===== src/hw/rtl/fpsc_pkg.sv =====
package fpsc_pkg;

    // Angle format: a quarter turn is 2^QUARTER_BITS units.
    localparam int QUARTER_BITS = 13;
    localparam int ANG_W        = 15;
    // Wide enough for the angle plus a quarter turn and both quadrant bits.
    localparam int EXT_W        = (ANG_W + 1 > QUARTER_BITS + 2) ? ANG_W + 1 : QUARTER_BITS + 2;
    // Folded position runs from zero up to a full quarter inclusive.
    localparam int POS_W        = QUARTER_BITS + 1;

    // Interpolation weight and table geometry.
    localparam int W_BITS   = 12;
    localparam int SEG_BITS = 7;
    localparam int SEG_W    = SEG_BITS + 1;
    localparam int SC_W     = SEG_BITS + W_BITS;
    localparam int LUT_W    = 16;
    localparam int LUT_N    = 129;
    localparam int VAL_W    = 17;
    localparam int PROD_W   = VAL_W + W_BITS + 1;

    // Control that travels with each beat through the pipeline.
    typedef struct packed {
        logic valid;
        logic neg;
    } t_ctl;

    // Cosine over the first quarter in 127 segments (128 entries), plus a closing entry.
    localparam logic [LUT_W-1:0] COS_LUT [0:LUT_N-1] = '{
        16'h8000, 16'h7ffd, 16'h7ff5, 16'h7fe9, 16'h7fd7, 16'h7fc1, 16'h7fa5, 16'h7f85,
        16'h7f5f, 16'h7f35, 16'h7f05, 16'h7ed1, 16'h7e97, 16'h7e59, 16'h7e15, 16'h7dcd,
        16'h7d80, 16'h7d2e, 16'h7cd7, 16'h7c7b, 16'h7c1a, 16'h7bb4, 16'h7b4a, 16'h7adb,
        16'h7a66, 16'h79ed, 16'h7970, 16'h78ed, 16'h7866, 16'h77da, 16'h7749, 16'h76b4,
        16'h761a, 16'h757c, 16'h74d9, 16'h7431, 16'h7385, 16'h72d4, 16'h721e, 16'h7165,
        16'h70a6, 16'h6fe4, 16'h6f1d, 16'h6e51, 16'h6d82, 16'h6cae, 16'h6bd5, 16'h6af9,
        16'h6a18, 16'h6934, 16'h684b, 16'h675e, 16'h666d, 16'h6578, 16'h647e, 16'h6382,
        16'h6281, 16'h617c, 16'h6073, 16'h5f67, 16'h5e57, 16'h5d43, 16'h5c2c, 16'h5b11,
        16'h59f2, 16'h58d0, 16'h57ab, 16'h5682, 16'h5555, 16'h5425, 16'h52f2, 16'h51bc,
        16'h5083, 16'h4f46, 16'h4e06, 16'h4cc3, 16'h4b7e, 16'h4a35, 16'h48e9, 16'h479b,
        16'h4649, 16'h44f5, 16'h439e, 16'h4245, 16'h40e9, 16'h3f8a, 16'h3e29, 16'h3cc6,
        16'h3b60, 16'h39f8, 16'h388d, 16'h3721, 16'h35b2, 16'h3441, 16'h32ce, 16'h3159,
        16'h2fe2, 16'h2e69, 16'h2cef, 16'h2b72, 16'h29f4, 16'h2874, 16'h26f3, 16'h2570,
        16'h23ec, 16'h2266, 16'h20df, 16'h1f57, 16'h1dcd, 16'h1c43, 16'h1ab7, 16'h192a,
        16'h179c, 16'h160d, 16'h147e, 16'h12ed, 16'h115c, 16'h0fca, 16'h0e38, 16'h0ca5,
        16'h0b11, 16'h097d, 16'h07e9, 16'h0654, 16'h04bf, 16'h032a, 16'h0195, 16'h0000,
        16'h0000
    };

endpackage


===== src/hw/rtl/fpsc_fold.sv =====
module fpsc_fold (
    input  logic                        i_clk,
    input  logic                        i_rst_n,
    input  logic                        i_valid,
    input  logic                        i_command,
    input  logic [fpsc_pkg::ANG_W-1:0]  i_angle,
    output fpsc_pkg::t_ctl              o_ctl,
    output logic [fpsc_pkg::POS_W-1:0]  o_pos
);
    import fpsc_pkg::*;

    localparam logic [EXT_W-1:0] QUARTER_EXT = EXT_W'(1) << QUARTER_BITS;
    localparam logic [POS_W-1:0] QUARTER_POS = POS_W'(1) << QUARTER_BITS;

    logic [EXT_W-1:0]        ext;
    logic [1:0]              quad;
    logic [POS_W-1:0]        pos_raw;
    t_ctl                    n_ctl;
    logic [POS_W-1:0]        n_pos;
    t_ctl                    r_ctl;
    logic [POS_W-1:0]        r_pos;

    // Sine is the cosine of the angle plus a quarter turn, negated.
    always_comb begin
        ext     = EXT_W'(i_angle) + (i_command ? QUARTER_EXT : '0);
        quad    = ext[QUARTER_BITS+1:QUARTER_BITS];
        pos_raw = {1'b0, ext[QUARTER_BITS-1:0]};
        // Odd quadrants mirror the position within the quarter.
        n_pos   = quad[0] ? (QUARTER_POS - pos_raw) : pos_raw;
        n_ctl.valid = i_valid;
        n_ctl.neg   = (quad[0] ^ quad[1]) ^ i_command;
    end

    always_ff @(posedge i_clk) begin
        if (!i_rst_n) begin
            r_ctl <= '0;
        end else begin
            r_ctl <= n_ctl;
        end
        r_pos <= n_pos;
    end

    assign o_ctl = r_ctl;
    assign o_pos = r_pos;

endmodule


===== src/hw/rtl/fpsc_scale.sv =====
module fpsc_scale (
    input  logic                        i_clk,
    input  logic                        i_rst_n,
    input  fpsc_pkg::t_ctl              i_ctl,
    input  logic [fpsc_pkg::POS_W-1:0]  i_pos,
    output fpsc_pkg::t_ctl              o_ctl,
    output logic [fpsc_pkg::SC_W-1:0]   o_scaled
);
    import fpsc_pkg::*;

    localparam int M_W   = POS_W + SEG_BITS;
    localparam int SUM_W = M_W + W_BITS + 1;
    localparam logic [SUM_W-1:0] ROUND_UP = (SUM_W'(1) << QUARTER_BITS) - SUM_W'(1);

    logic [M_W-1:0]   times_seg;
    logic [SUM_W-1:0] sum;
    logic [SC_W-1:0]  n_scaled;
    t_ctl             r_ctl;
    logic [SC_W-1:0]  r_scaled;

    // Position times 127 segments times the weight unit, divided by the
    // quarter turn with rounding up.
    always_comb begin
        times_seg = (M_W'(i_pos) << SEG_BITS) - M_W'(i_pos);
        sum       = (SUM_W'(times_seg) << W_BITS) + ROUND_UP;
        n_scaled  = SC_W'(sum >> QUARTER_BITS);
    end

    always_ff @(posedge i_clk) begin
        if (!i_rst_n) begin
            r_ctl <= '0;
        end else begin
            r_ctl <= i_ctl;
        end
        r_scaled <= n_scaled;
    end

    assign o_ctl    = r_ctl;
    assign o_scaled = r_scaled;

endmodule


===== src/hw/rtl/fpsc_lut.sv =====
module fpsc_lut (
    input  logic                        i_clk,
    input  logic                        i_rst_n,
    input  fpsc_pkg::t_ctl              i_ctl,
    input  logic [fpsc_pkg::SC_W-1:0]   i_scaled,
    output fpsc_pkg::t_ctl              o_ctl,
    output logic [fpsc_pkg::LUT_W-1:0]  o_lo,
    output logic [fpsc_pkg::LUT_W-1:0]  o_hi,
    output logic [fpsc_pkg::W_BITS-1:0] o_frac
);
    import fpsc_pkg::*;

    logic [SEG_W-1:0]  idx_lo;
    logic [SEG_W-1:0]  idx_hi;
    t_ctl              r_ctl;
    logic [LUT_W-1:0]  r_lo;
    logic [LUT_W-1:0]  r_hi;
    logic [W_BITS-1:0] r_frac;

    // The integer part never exceeds 127, so both neighbors stay in range.
    assign idx_lo = {1'b0, i_scaled[SC_W-1:W_BITS]};
    assign idx_hi = idx_lo + SEG_W'(1);

    always_ff @(posedge i_clk) begin
        if (!i_rst_n) begin
            r_ctl <= '0;
        end else begin
            r_ctl <= i_ctl;
        end
        r_lo   <= COS_LUT[idx_lo];
        r_hi   <= COS_LUT[idx_hi];
        r_frac <= i_scaled[W_BITS-1:0];
    end

    assign o_ctl  = r_ctl;
    assign o_lo   = r_lo;
    assign o_hi   = r_hi;
    assign o_frac = r_frac;

endmodule


===== src/hw/rtl/fpsc_interp.sv =====
module fpsc_interp (
    input  logic                        i_clk,
    input  logic                        i_rst_n,
    input  fpsc_pkg::t_ctl              i_ctl,
    input  logic [fpsc_pkg::LUT_W-1:0]  i_lo,
    input  logic [fpsc_pkg::LUT_W-1:0]  i_hi,
    input  logic [fpsc_pkg::W_BITS-1:0] i_frac,
    output logic                        o_valid,
    output logic [fpsc_pkg::VAL_W-1:0]  o_value
);
    import fpsc_pkg::*;

    logic signed [VAL_W-1:0]  diff;
    logic signed [PROD_W-1:0] n_prod;
    logic signed [PROD_W-1:0] sum;
    logic [VAL_W-1:0]         mag;
    logic [VAL_W-1:0]         n_value;
    t_ctl                     r_ctl;
    logic signed [PROD_W-1:0] r_prod;
    logic [LUT_W-1:0]         r_lo;
    logic                     r_valid;
    logic [VAL_W-1:0]         r_value;

    // lo*(1-w) + hi*w is formed as lo + (hi-lo)*w with one multiplier.
    always_comb begin
        diff   = $signed({1'b0, i_hi}) - $signed({1'b0, i_lo});
        n_prod = PROD_W'(diff * $signed({1'b0, i_frac}));
    end

    // Add the base back, truncate the weight bits and apply the sign.
    always_comb begin
        sum     = $signed({{(PROD_W-LUT_W-W_BITS){1'b0}}, r_lo, {W_BITS{1'b0}}}) + r_prod;
        mag     = sum[VAL_W+W_BITS-1:W_BITS];
        n_value = r_ctl.neg ? (VAL_W'(0) - mag) : mag;
    end

    always_ff @(posedge i_clk) begin
        if (!i_rst_n) begin
            r_ctl   <= '0;
            r_valid <= 1'b0;
        end else begin
            r_ctl   <= i_ctl;
            r_valid <= r_ctl.valid;
        end
        r_prod  <= n_prod;
        r_lo    <= i_lo;
        r_value <= n_value;
    end

    assign o_valid = r_valid;
    assign o_value = r_value;

endmodule


===== src/hw/rtl/fixed_point_sine_cosine.sv =====
// Each beat is registered through every stage listed below, in order, before
// its result reaches the ports.
// Throughput: one beat per cycle; the five register stages (fold, scale,
// table read, multiply, sum) each take a new beat on every clock.
// busy is always low and the result strobe cannot be held off.
// Synchronous active-low reset clears the stage control bits only.
module fixed_point_sine_cosine (
    input  logic                        i_clk,
    input  logic                        i_rst_n,
    input  logic                        start,
    output logic                        busy,
    input  logic                        i_command,
    input  logic [fpsc_pkg::ANG_W-1:0]  i_angle,
    output logic                        o_valid,
    output logic [fpsc_pkg::VAL_W-1:0]  o_value
);
    import fpsc_pkg::*;

    t_ctl              ctl_fold;
    t_ctl              ctl_scale;
    t_ctl              ctl_lut;
    logic [POS_W-1:0]  pos;
    logic [SC_W-1:0]   scaled;
    logic [LUT_W-1:0]  lut_lo;
    logic [LUT_W-1:0]  lut_hi;
    logic [W_BITS-1:0] frac;

    // Every stage advances each cycle, so a new beat is always welcome.
    assign busy = 1'b0;

    fpsc_fold u_fold (
        .i_clk     (i_clk),
        .i_rst_n   (i_rst_n),
        .i_valid   (start),
        .i_command (i_command),
        .i_angle   (i_angle),
        .o_ctl     (ctl_fold),
        .o_pos     (pos)
    );

    fpsc_scale u_scale (
        .i_clk    (i_clk),
        .i_rst_n  (i_rst_n),
        .i_ctl    (ctl_fold),
        .i_pos    (pos),
        .o_ctl    (ctl_scale),
        .o_scaled (scaled)
    );

    fpsc_lut u_lut (
        .i_clk    (i_clk),
        .i_rst_n  (i_rst_n),
        .i_ctl    (ctl_scale),
        .i_scaled (scaled),
        .o_ctl    (ctl_lut),
        .o_lo     (lut_lo),
        .o_hi     (lut_hi),
        .o_frac   (frac)
    );

    fpsc_interp u_interp (
        .i_clk   (i_clk),
        .i_rst_n (i_rst_n),
        .i_ctl   (ctl_lut),
        .i_lo    (lut_lo),
        .i_hi    (lut_hi),
        .i_frac  (frac),
        .o_valid (o_valid),
        .o_value (o_value)
    );

endmodule

===== config.mk =====
export PLATFORM = sky130hd
export DESIGN_NAME = fixed_point_sine_cosine
export DESIGN_NICKNAME = d
export VERILOG_FILES = /design/src/hw/rtl/fpsc_pkg.sv /design/src/hw/rtl/fpsc_fold.sv /design/src/hw/rtl/fpsc_scale.sv /design/src/hw/rtl/fpsc_lut.sv /design/src/hw/rtl/fpsc_interp.sv /design/src/hw/rtl/fixed_point_sine_cosine.sv
export SDC_FILE = /design/constraint.sdc
export NUM_CORES = 1
export LEC_CHECK = 0
export BUFFER_PORTS_ARGS = -buffer_cell sky130_fd_sc_hd__buf_2
export CAP_MARGIN = 20
export CELL_PAD_IN_SITES_DETAIL_PLACEMENT = 1
export CELL_PAD_IN_SITES_GLOBAL_PLACEMENT = 1
export CORE_UTILIZATION = 53
export CTS_CLUSTER_SIZE = 30
export DETAILED_ROUTE_END_ITERATION = 8
export PLACE_DENSITY = 0.95
export SKIP_CTS_REPAIR_TIMING = 1
export SLEW_MARGIN = 20
export SYNTH_ARGS = -nofsm -noshare
export SYNTH_HDL_FRONTEND = slang
export SYNTH_SLANG_ARGS = --single-unit
export TNS_END_PERCENT = 10

===== constraint.sdc =====
create_clock -name i_clk -period 15.05 [get_ports i_clk]
set_clock_uncertainty 0.1 [all_clocks]
set_input_delay 0.7525 -clock i_clk [delete_from_list [all_inputs] [get_ports i_clk]]
set_output_delay 0.7525 -clock i_clk [all_outputs]
set_load 0.005 [all_outputs]

==> results.yml <==
final_layout:
  finalNetCount: 2690
  utilization_pct: 57.4
  layout_common_cells: "inv_1 (313), nand2_1 (216), fa_1 (186)"
  area_growth_pct: 5.62
  mostFrequentLayoutCell: "inv_1"
  fin_cells: 2818
  layout-drive-gt1-share_pct: 6.82
routing:
  top_layer: "met4"
  viasPerCell: 6.82
  wire_per_inst_um: 25.9
  first_pass_iters: 8
  drc: 0
  met2RoutedLength_mm: 34.3
  totalWireLength_mm: 72.9
  drtIter0Drc: 2471
  wirelength_met1_mm: 26.8
  wl_met3_mm: 7.02
  num_vias: 19200
  drtAntennaViolNets: 0
yosys:
  ys.flop_type: "dfxtp_1"
  synth_edf_count: 0
  syn_area_mm2: 0.0190
  async_flop_share_pct: 0
  syn_avg_cell_area_um2: 7.78
  synth-seq-cells: 136
  syn-num-nets: 2780
  synth_cell_types: 81
  seq_area_frac_synth_pct: 14.4
  synth_cells: 2438
  ys_warn_count: 0
worst_hold_path:
  hold_class: "flop to flop"
timing:
  setup_viol: 0
  slew_headroom_pct: 27.7
  fmax_ghz: 0.116
  period_needed_ns: 8.65
  fin_crit_sh_pct: 57.5
  hold_viol_final: 0
  tns_ns: 0
  setup_slack_ns: 6.40
  rsz0062_at_grt: "false"
  max_slew.worst_pin.slew_ns: 1.08
  drv_slew: 0
clocking:
  numCtsBuffers: 17
  tritoncts: "yes"
  htreeDepth: 4
  path_clk_slew_ns: 0.07
  cts.sinks: 136
  clock_latency_ns: 0.47
  clock_path_buffers: 2
  root_buffer: "clkbuf_16"
setup_path:
  crit_path_top_delay_cell: "a211oi_1"
  end_kind: "flop"
  critPathRequiredTime_ns: 15.30
  worstPathArrival_ns: 8.90
  start_kind: "flop"
  critPathMaxFanout: 12
  worst-setup-path-type: "flop to flop"
  critPathMaxStageDelay_ns: 0.62
place:
  hpwl_mm: 51.5
  port_buffers: 36
  place_worst_setup_slack_ns: 6.63
  gp_congestion: 0.958
  dp.cells: 2784
die:
  ios: 38
  start_util_pct: 54.3
  num_rows: 68
  die_y_um: 191
  coreArea_mm2: 0.0349
  die_w_um: 191
  die_area_mm2: 0.0365
grt:
  grt-ovfl-total: 0
  grt_pass1_vias: 20300
  grt_pass1_wl_mm: 114
  grt_antenna_before_repair: 0
  globalRouteTotalUtil_pct: 40.7
  grt_max_degree: 96
outcome:
  outcome: "complete, no violations"
flow_run:
  cap_viol_max_count: 0
## cells in the mapped netlist, drive strengths merged (14+ instances only)
cell type / n / share of area, %
a211oi: 52 / 2.1
a21o: 20 / 0.79
a21oi: 149 / 4.0
a311oi: 25 / 1.2
a31oi: 30 / 0.99
and2: 58 / 1.9
and3: 28 / 0.92
buf: 28 / 0.60
clkbuf: 165 / 3.3
dfxtp: 136 / 14
fa: 186 / 20
ha: 137 / 9.0
inv: 313 / 6.2
nand2: 216 / 4.3
nand2b: 19 / 0.63
nand3: 88 / 2.3
nand3b: 22 / 0.87
nor2: 152 / 3.0
nor2b: 16 / 0.53
nor3: 77 / 2.0
o211ai: 32 / 1.3
o21ai: 119 / 3.1
o311ai: 29 / 1.3
o31ai: 25 / 0.99
or3: 14 / 0.46
xnor2: 89 / 4.1
xor2: 24 / 1.1
## per-layer routing
metal  vias to the layer above  track usage [%]
met5                         -                0
met3                       403             8.70
li1                       8144                -
met4                         0             24.6
met1                      9346             48.8
met2                      1326             66.7
## worst max-delay path: cells and delay by family (launching register included)
| family | cells | cell delay, ns |
|---|---|---|
| AND/OR/NAND/NOR | 6 | 1.84 |
| buffers and inverters | 5 | 0.32 |
| AO/OA/AOI/OAI | 10 | 2.60 |
| flip-flops | 1 | 0.40 |
| adder cells (fa/ha/maj) | 7 | 3.26 |
## state kept, by name, summed over array words and instances, names as in the netlist
name / count
u_lut.o_ctl: 2
u_interp.r_lo: 16
u_interp.o_valid: 1
u_scale.o_scaled: 19
u_fold.o_pos: 14
u_lut.o_frac: 12
u_interp.r_ctl: 2
u_interp.r_prod: 17
u_interp.o_value: 17
u_scale.o_ctl: 2
u_fold.o_ctl: 2
u_lut.o_lo: 16
u_lut.o_hi: 16
## through the flow
stage	cell area (um2)	hold slack (ns)
6_report	20000	0.223
5_1_grt	20000	0.234
4_1_cts	20000	0.227
3_5_place_dp	19400	0.214
3_3_place_gp	19400	0.210
2_1_floorplan	19000	0.210
## path summary, 6_finish.rpt
check                                         start                  end  slack (ns)  depth (start not counted)
worst max-delay path                  u_lut.o_lo[1]  u_interp.r_prod[23]        6.40                         28
worst min-delay path            u_scale.o_scaled[8]      u_lut.o_frac[8]        0.22                          0
worst max register to register        u_lut.o_lo[1]  u_interp.r_prod[23]        6.40                         28
worst min register to register  u_scale.o_scaled[8]      u_lut.o_frac[8]        0.22                          0
## final cells by class
cell class,count,area [um2]
fill,4290,14900
inverter,316,1190
sequential,136,2730
antenna,2,5.00
multi-input combinational,1793,14400
clock inverter,15,200
timing repair buffer,84,541
tap,455,569
clock buffer,17,425
## logic make-up (layout without fill, tap and decap cells)
family	after synthesis	count (layout)	share of synthesized area [%]
adder cells (fa/ha/maj)	324	324	28.7
AND/OR/NAND/NOR	744	744	19.3
flip-flops	136	136	14.4
AO/OA/AOI/OAI	595	595	20.9
multiplexers	16	16	1.33
buffers and inverters	509	432	10.1
other	1	3	0.0198
XOR/XNOR	113	113	5.22
Power is left out: the tool's default activity adds up to more than one toggle a clock period on the data nets, which glitch-free logic cannot reach.
